==> src/bcd_pkg.sv <==
// ----------------------------------------------------------------------------
// bcd_pkg: shared types and arithmetic for the BC1/BC2/BC3 block decoder
// Holds the format codes, the palette structures passed between modules and
// the small constant-divide helpers used to expand and blend endpoints.
// ----------------------------------------------------------------------------
package bcd_pkg;

  // Format codes of the block_format register. Code 3 decodes as BC1.
  localparam logic [1:0] FMT_BC1 = 2'd0;
  localparam logic [1:0] FMT_BC2 = 2'd1;
  localparam logic [1:0] FMT_BC3 = 2'd2;

  // Expanded color endpoints of one block and the c0 > c1 mode flag.
  typedef struct packed {
    logic [23:0] e0;
    logic [23:0] e1;
    logic        gt;
  } endpoints_t;

  // Four-entry RGBA color palette and eight-entry alpha table of one block.
  typedef struct packed {
    logic [3:0][31:0] color;
    logic [7:0][7:0]  alpha;
  } palette_t;

  // Floor of v*255/31: 8v plus floor(7v/31), the latter by reciprocal.
  function automatic logic [7:0] expand5(input logic [4:0] v);
    logic [15:0] prod;
    prod = 16'(v) * 16'd1855;
    return 8'({v, 3'b000}) + 8'(prod >> 13);
  endfunction

  // Floor of v*255/63: 4v plus floor(v/21), the latter by compares.
  function automatic logic [7:0] expand6(input logic [5:0] v);
    logic [1:0] q;
    if (v >= 6'd63) begin
      q = 2'd3;
    end else if (v >= 6'd42) begin
      q = 2'd2;
    end else if (v >= 6'd21) begin
      q = 2'd1;
    end else begin
      q = 2'd0;
    end
    return 8'({v, 2'b00}) + 8'(q);
  endfunction

  // RGB565 to packed 24-bit color, red in the low byte.
  function automatic logic [23:0] expand565(input logic [15:0] v);
    return {expand5(v[4:0]), expand6(v[10:5]), expand5(v[15:11])};
  endfunction

  // Floor of s/3 for s up to 765.
  function automatic logic [7:0] div3(input logic [9:0] s);
    logic [19:0] prod;
    prod = 20'(s) * 20'd683;
    return 8'(prod >> 11);
  endfunction

  // Floor of s/5 for s up to 1275.
  function automatic logic [7:0] div5(input logic [10:0] s);
    logic [21:0] prod;
    prod = 22'(s) * 22'd1639;
    return 8'(prod >> 13);
  endfunction

  // Floor of s/7 for s up to 1785.
  function automatic logic [7:0] div7(input logic [10:0] s);
    logic [22:0] prod;
    prod = 23'(s) * 23'd2341;
    return 8'(prod >> 14);
  endfunction

endpackage

==> src/bcd_palette.sv <==
// ----------------------------------------------------------------------------
// bcd_palette: palette and alpha table builder
// Blends the two expanded color endpoints into the four-entry palette and
// builds the eight-entry interpolated alpha table from the two alpha ends.
// ----------------------------------------------------------------------------
module bcd_palette
  import bcd_pkg::*;
(
  input  endpoints_t  ends,
  input  logic [15:0] alpha_ends,
  output palette_t    pal
);

  // Color palette and alpha table of one block.
  always_comb begin
    logic [7:0]  x;
    logic [7:0]  y;
    logic [9:0]  s2;
    logic [9:0]  s3;
    logic [8:0]  avg;
    logic [7:0]  a0;
    logic [7:0]  a1;
    logic [10:0] s;
    // Four- or three-color mode chosen by the endpoint order.
    pal.color[0] = {8'hFF, ends.e0};
    pal.color[1] = {8'hFF, ends.e1};
    pal.color[2] = {8'hFF, 24'h000000};
    pal.color[3] = ends.gt ? {8'hFF, 24'h000000} : 32'h0000_0000;
    for (int k = 0; k < 3; k++) begin
      x   = ends.e0[8*k +: 8];
      y   = ends.e1[8*k +: 8];
      s2  = {1'b0, x, 1'b0} + {2'b00, y};
      s3  = {2'b00, x} + {1'b0, y, 1'b0};
      avg = {1'b0, x} + {1'b0, y};
      if (ends.gt) begin
        pal.color[2][8*k +: 8] = div3(s2);
        pal.color[3][8*k +: 8] = div3(s3);
      end else begin
        pal.color[2][8*k +: 8] = avg[8:1];
      end
    end

    // Eight-level blend when a0 > a1, else six levels plus 0 and 255.
    a0 = alpha_ends[7:0];
    a1 = alpha_ends[15:8];
    pal.alpha[0] = a0;
    pal.alpha[1] = a1;
    for (int k = 2; k < 8; k++) begin
      if (a0 > a1) begin
        s = 11'(a0) * 11'(8 - k) + 11'(a1) * 11'(k - 1);
        pal.alpha[k] = div7(s);
      end else if (k < 6) begin
        s = 11'(a0) * 11'(6 - k) + 11'(a1) * 11'(k - 1);
        pal.alpha[k] = div5(s);
      end else begin
        s = 11'd0;
        pal.alpha[k] = (k == 6) ? 8'h00 : 8'hFF;
      end
    end
  end

endmodule

==> src/bcd_lane.sv <==
// ----------------------------------------------------------------------------
// bcd_lane: one pixel column of the row decoder
// Looks up the pixel color in the block palette and replaces its alpha
// according to the block format.
// ----------------------------------------------------------------------------
module bcd_lane
  import bcd_pkg::*;
(
  input  palette_t    pal,
  input  logic [1:0]  fmt,
  input  logic [1:0]  color_idx,
  input  logic [3:0]  alpha_nib,
  input  logic [2:0]  alpha_idx,
  output logic [31:0] pixel
);

  logic [31:0] base;

  // Palette color for this pixel.
  assign base = pal.color[color_idx];

  // Alpha source per format; the unused code keeps the palette alpha.
  always_comb begin
    case (fmt)
      FMT_BC2: pixel = {alpha_nib, alpha_nib, base[23:0]};
      FMT_BC3: pixel = {pal.alpha[alpha_idx], base[23:0]};
      default: pixel = base;
    endcase
  end

endmodule

==> src/bc_texture_block_decoder_core.sv <==
// ----------------------------------------------------------------------------
// bc_texture_block_decoder_core: BC1/BC2/BC3 4x4 texture block decoder
// Takes one compressed block and emits its four pixel rows, one per cycle,
// through four parallel column lanes and a registered row output.
// ----------------------------------------------------------------------------
// A block is taken when start is high and busy is low. It goes from the input
// stage to the row stage, and its rows leave through the output register on
// consecutive cycles, each shown for one cycle with strobe high; the receiver
// cannot stall. The row emitter emits a held block one row per cycle while the
// next block waits in the input stage while the current one drains. Busy is
// high during reset. block_format must be written by the user only while no
// item is in flight; the block does not enforce it.
module bc_texture_block_decoder_core
  import bcd_pkg::*;
(
  input  logic        clk,
  input  logic        rst,
  input  logic        start,
  output logic        busy,
  input  logic [63:0] color_bits,
  input  logic [63:0] alpha_half,
  input  logic        cfg_we,
  input  logic [1:0]  cfg_data,
  output logic        strobe,
  output logic [1:0]  row_index,
  output logic [31:0] pixel_left,
  output logic [31:0] pixel_second,
  output logic [31:0] pixel_third,
  output logic [31:0] pixel_right,
  output logic        last_row
);

  logic [1:0]  block_format;

  // Input stage: expanded endpoints, index word and alpha half.
  logic        a_valid;
  endpoints_t  a_ends;
  logic [31:0] a_index;
  logic [63:0] a_alpha;

  // Row stage: palette of the block being emitted and its row counter.
  logic        b_valid;
  logic [1:0]  b_row;
  palette_t    b_pal;
  logic [31:0] b_index;
  logic [63:0] b_alpha;

  logic        b_free;
  logic        move_ab;
  logic        accept;
  palette_t    pal_next;
  logic [7:0]  row_cidx;
  logic [15:0] row_anib;
  logic [11:0] row_aidx;
  logic [3:0][31:0] lane_px;

  // Format register.
  always_ff @(posedge clk) begin
    if (rst) begin
      block_format <= FMT_BC1;
    end else if (cfg_we) begin
      block_format <= cfg_data;
    end
  end

  // Handshake: the row stage takes the input when idle or on its last row.
  assign b_free  = !b_valid || (b_row == 2'd3);
  assign move_ab = a_valid && b_free;
  assign busy    = rst || (a_valid && !b_free);
  assign accept  = start && !busy;

  // Input stage control.
  always_ff @(posedge clk) begin
    if (rst) begin
      a_valid <= 1'b0;
    end else if (accept) begin
      a_valid <= 1'b1;
    end else if (move_ab) begin
      a_valid <= 1'b0;
    end
  end

  // Input stage payload, with the endpoints expanded on the way in.
  always_ff @(posedge clk) begin
    if (accept) begin
      a_ends.e0 <= expand565(color_bits[15:0]);
      a_ends.e1 <= expand565(color_bits[31:16]);
      a_ends.gt <= color_bits[15:0] > color_bits[31:16];
      a_index   <= color_bits[63:32];
      a_alpha   <= alpha_half;
    end
  end

  // Palette and alpha table of the waiting block.
  bcd_palette u_palette (
    .ends       (a_ends),
    .alpha_ends (a_alpha[15:0]),
    .pal        (pal_next)
  );

  // Row stage control.
  always_ff @(posedge clk) begin
    if (rst) begin
      b_valid <= 1'b0;
      b_row   <= 2'd0;
    end else if (move_ab) begin
      b_valid <= 1'b1;
      b_row   <= 2'd0;
    end else if (b_valid) begin
      b_row <= b_row + 2'd1;
      if (b_row == 2'd3) begin
        b_valid <= 1'b0;
      end
    end
  end

  // Row stage payload.
  always_ff @(posedge clk) begin
    if (move_ab) begin
      b_pal   <= pal_next;
      b_index <= a_index;
      b_alpha <= a_alpha;
    end
  end

  // Index fields of the current row.
  assign row_cidx = b_index[8*b_row +: 8];
  assign row_anib = b_alpha[16*b_row +: 16];
  assign row_aidx = b_alpha[16 + 12*b_row +: 12];

  // Column lanes.
  for (genvar x = 0; x < 4; x++) begin : g_lane
    bcd_lane u_lane (
      .pal       (b_pal),
      .fmt       (block_format),
      .color_idx (row_cidx[2*x +: 2]),
      .alpha_nib (row_anib[4*x +: 4]),
      .alpha_idx (row_aidx[3*x +: 3]),
      .pixel     (lane_px[x])
    );
  end

  // Output register: merges the lane pixels into one row item.
  always_ff @(posedge clk) begin
    if (rst) begin
      strobe <= 1'b0;
    end else begin
      strobe <= b_valid;
    end
  end

  always_ff @(posedge clk) begin
    row_index    <= b_row;
    last_row     <= b_row == 2'd3;
    pixel_left   <= lane_px[0];
    pixel_second <= lane_px[1];
    pixel_third  <= lane_px[2];
    pixel_right  <= lane_px[3];
  end

`ifndef ASSERT_OFF
  // The last-row flag marks exactly the fourth row.
  assert property (@(posedge clk) disable iff (rst)
    strobe |-> (last_row == (row_index == 2'd3)))
    else $error("last_row does not match row_index");

  // Rows of one block leave on consecutive cycles in order.
  assert property (@(posedge clk) disable iff (rst)
    (strobe && row_index != 2'd3) |=>
      (strobe && row_index == 2'($past(row_index) + 2'd1)))
    else $error("row sequence broken");

  // An accepted item is held in the input stage.
  assert property (@(posedge clk) disable iff (rst)
    (start && !busy) |=> a_valid)
    else $error("accepted item lost");

  // Busy only while the row stage is still emitting an earlier block.
  assert property (@(posedge clk) disable iff (rst)
    busy |-> (b_valid && b_row != 2'd3))
    else $error("busy without a draining block");
`endif

endmodule

==> config.mk <==
export PLATFORM = sky130hd
export DESIGN_NAME = bc_texture_block_decoder_core
export DESIGN_NICKNAME = d
export VERILOG_FILES = /design/src/bcd_pkg.sv /design/src/bcd_palette.sv /design/src/bcd_lane.sv /design/src/bc_texture_block_decoder_core.sv
export SDC_FILE = /design/constraint.sdc
export NUM_CORES = 2
export LEC_CHECK = 0
export BUFFER_PORTS_ARGS = -buffer_cell sky130_fd_sc_hd__buf_4
export CORE_MARGIN = 1.5
export CORE_UTILIZATION = 64
export DETAILED_ROUTE_END_ITERATION = 10
export PLACE_DENSITY_LB_ADDON = 0.08
export SYNTH_ARGS = -nofsm -noshare
export SYNTH_HDL_FRONTEND = slang
export SYNTH_SLANG_ARGS = --single-unit
==> constraint.sdc <==
create_clock -name clk -period 15.6 [get_ports clk]
set_clock_uncertainty 0.1 [all_clocks]
set_input_delay 2.34 -clock clk [delete_from_list [all_inputs] [get_ports clk]]
set_output_delay 2.34 -clock clk [all_outputs]
set_load 0.005 [all_outputs]
==> flow_results.org <==
** Status
- Run status :: completed

** Synthesis
- The share of the Yosys chip area taken by registers is 0.252.
- Synthesis instantiated 84 different standard cells from the library.
- Commonest cells post-synth :: sky130_fd_sc_hd__ha_1, sky130_fd_sc_hd__inv_1, sky130_fd_sc_hd__fa_1, sky130_fd_sc_hd__edfxtp_1, sky130_fd_sc_hd__a21oi_1
- The share of synthesized area in the top cell type comes to 0.281.
- FFs w/ async S/R, synth :: 0
- Yosys instantiated no cell more often than sky130_fd_sc_hd__ha_1.
- Flop and latch count out of synthesis :: 524
- Summed instance area of the synthesized netlist :: roughly 57000 um^2
- Main synth FF type :: sky130_fd_sc_hd__edfxtp_1
- Synth Warn # :: 0
- The synthesized design contains slightly below 400 enable-type register cells.
- By area the synthesized netlist is led by sky130_fd_sc_hd__ha_1, sky130_fd_sc_hd__edfxtp_1, sky130_fd_sc_hd__fa_1.
- Of all cell types, the one taking the most synthesized area is sky130_fd_sc_hd__ha_1.
- Synth Area per Inst :: ~12 um^2
- Synthesized net count :: 6791
- Cell count after synthesis :: approximately 5000

** Floorplan
- Vert. Die Dim :: ~300 um
- Die extent in x :: ~300 um
- The die covers 90900 um^2.
- The initial utilization of the core area, before any placement, comes to 0.645.
- The initialized floorplan defines 109 standard-cell rows.
- Floorplan Core Area :: 88400 um^2
- Top-level port count :: 267

** Layout
- After routing the design area is 62300 um^2.
- Total Nets Final :: 7067
- Compared with the post-synthesis result, the final layout area differs by 9.34%.
- Final core utilization :: 0.705
- Fill cells in the final layout number between 6000 and 7000.
- Share of final-layout standard cells stronger than drive strength 1 :: 0.120

** Setup path
- Type of the setup path with the least slack :: reg -> reg
- Data on the critical path arrives at its endpoint at 8.55 ns.
- Endpoint type of the worst setup path :: flip-flop
- Top fanout value on the critical path :: 15
- STA classifies the critical path startpoint as a flip-flop.
- For the worst setup path, the data required time is between 15 and 20 ns.

** Timing
- Derived from the worst setup path, the maximum achievable clock frequency is 121 MHz.
- Worst slew pin tran :: roughly 1.2 ns
- The max-slew violation count is 0.
- Relative max-transition margin :: 0.225
- Count of endpoints failing hold in the final timing report :: 0
- Setup repair after global routing left no endpoint under its margin.
- Of the available clock period, the critical path in the final layout requires 0.531.
- Adding up every negative setup slack in the final design gives 0 ns.
- Final number of setup-violating endpoints :: 0
- Final min period :: a little over 8 ns

** Clock tree
- In this run the clock root is driven by a sky130_fd_sc_hd__clkbuf_16.
- TritonCTS clock tree :: yes
- Clock Sink Count :: roughly 520
- The clock passes through at most 3 buffers.
- The H-tree generated during clock tree synthesis spans 2 levels.
- Clock insertion delay at the later pin of the skew report :: around 0.66 ns
- Clock-pin slew was measured on the worst setup and hold paths at roughly 0.070 ns.
- Number of buffers created by CTS :: between 50 and 60
- Setup fix buffers added after clock tree synthesis :: 0
- Number of buffers inserted for hold repair after clock tree synthesis :: 0
- Gates resized during post-CTS repair numbered 0.

** Detailed routing
- Vias per Instance :: 5.90
- Wires add up to approximately 130000 um.
- Count of vias placed by the detailed router :: 38000
- Detailed Route Iter0 Violations :: 2516
- DRC violation count after routing :: 0
- Before antenna repair, the detailed router went through 6 iterations.
- After detailed routing, the average wire length per cell comes to between 20 and 25 um.
- Post-route antenna net violation count :: 0

** Global routing
- Wire length of the first global-routing pass :: about 210000 um
- For this run, the total global-route usage over all layers was measured as 0.301.
- Number of global-route vias before repair :: just under 40000
- Global route total overflow :: 0
- Number of antenna violations at the first check in global routing :: 4
- Maximum number of pins on one net before global-route repair :: around 180

** Placement
- Placed standard-cell area :: 60400 um^2
- Buffers placed on the I/O ports in this run total roughly 270.
- Final HPWL from detailed placement :: around 110000 um
- Final Wtd Congestion :: 0.920

** Hold path
- Worst hold path type :: reg -> reg

** Job
- Max-cap violations in this run came to 0.
[final timing paths]
path               startpoint     endpoint  slack (ns)  depth (start not counted)
setup / recovery   a_alpha[1]    b_pal[31]        7.32                         26
hold / removal    a_index[27]  b_index[27]        0.30                          0
setup reg to reg   a_alpha[1]    b_pal[31]        7.32                         26
hold reg to reg   a_index[27]  b_index[27]        0.30                          0
[logic make-up after synthesis]
kind of cell | after synthesis | share of synthesized area
buffers and inverters | 862 | 0.0579
muxes | 266 | 0.0836
DFF | 524 | 0.252
xor gates and xnor gates | 274 | 0.0431
and+or+nand+nor | 537 | 0.0456
AOI/OAI and AO/OA | 782 | 0.0879
adders and majority gates | 1706 | 0.430
[cell type report]
type | count | area, um^2 | share of cell area
flip-flops and latches | 524 | 14400 | 0.230
well taps | 1165 | 1460 | 0.0234
diodes | 1 | 2.50 | 0.0000401
inverters | 785 | 2950 | 0.0473
clock buffers | 73 | 1610 | 0.0259
clock inverters | 36 | 364 | 0.00584
repair buffers | 293 | 2210 | 0.0355
multi-input cells | 3565 | 39400 | 0.632
[worst max-delay path, cell delays in order (launching register included)]
cell                       delay [ns]
sky130_fd_sc_hd__edfxtp_1        0.71
sky130_fd_sc_hd__ha_1            0.43
sky130_fd_sc_hd__fa_1            0.44
sky130_fd_sc_hd__a211oi_1        0.25
sky130_fd_sc_hd__o21bai_1        0.10
sky130_fd_sc_hd__a21o_1          0.20
sky130_fd_sc_hd__xnor2_1         0.52
sky130_fd_sc_hd__ha_1            0.39
sky130_fd_sc_hd__xor2_1          0.40
sky130_fd_sc_hd__ha_1            0.27
sky130_fd_sc_hd__inv_1           0.10
sky130_fd_sc_hd__fa_1            0.54
sky130_fd_sc_hd__inv_1           0.06
sky130_fd_sc_hd__fa_1            0.50
sky130_fd_sc_hd__fa_1            0.54
sky130_fd_sc_hd__inv_1           0.06
sky130_fd_sc_hd__fa_1            0.53
sky130_fd_sc_hd__inv_1           0.04
sky130_fd_sc_hd__ha_1            0.30
sky130_fd_sc_hd__a21oi_1         0.14
sky130_fd_sc_hd__o21ai_0         0.13
sky130_fd_sc_hd__a22o_1          0.20
sky130_fd_sc_hd__a31oi_1         0.26
sky130_fd_sc_hd__a21oi_1         0.20
sky130_fd_sc_hd__a311oi_1        0.34
sky130_fd_sc_hd__xnor2_1         0.15
sky130_fd_sc_hd__mux2i_1         0.10
[state kept, by name, summed over array words and instances (netlist names)]
register      count
a_index          32
pixel_right      32
pixel_second     32
a_ends           49
block_format      2
a_valid           1
b_alpha          50
b_index          32
last_row          1
strobe            1
b_valid           1
b_row             2
row_index         2
b_pal           159
pixel_left       32
a_alpha          64
pixel_third      32
[placed cells by master (no fill, tap or decap), drive strengths merged, types with 15 or more instances in the layout]
cell type	count
a211oi	15
and3	18
nor2	136
nand2	152
inv	791
clkinv	22
nor2b	35
o21ai	193
nor3	43
a21boi	48
or3	20
a21o	89
mux4	163
mux2i	49
dfxtp	138
mux2	54
o21a	40
ha	1281
clkbuf	73
fa	425
and2	16
nand3	41
o21bai	47
a21oi	209
xor2	89
buf	293
xnor2	181
edfxtp	386
nand4	16
o31ai	16
o211ai	31
[layer usage]
metal,track usage,up-vias,wire length [um]
li1,-,18200,-
met1,0.402,18700,57000
met2,0.520,937,65900
met3,0.0279,188,6540
met4,0.0944,0,4230
met5,0,-,0
[stage by stage]
step	instances	setup WS, ns	hold WS (ns)
finish	6442	7.32	0.298
global route	6442	6.78	0.316
CTS	6441	7.32	0.303
global placement	6332	7.53	0.301
detailed placement	6332	7.34	0.305
floorplan	4951	3.31	0.273
Power is left out: the tool's default activity adds up to more than one toggle a clock period on the data nets, which glitch-free logic cannot reach.
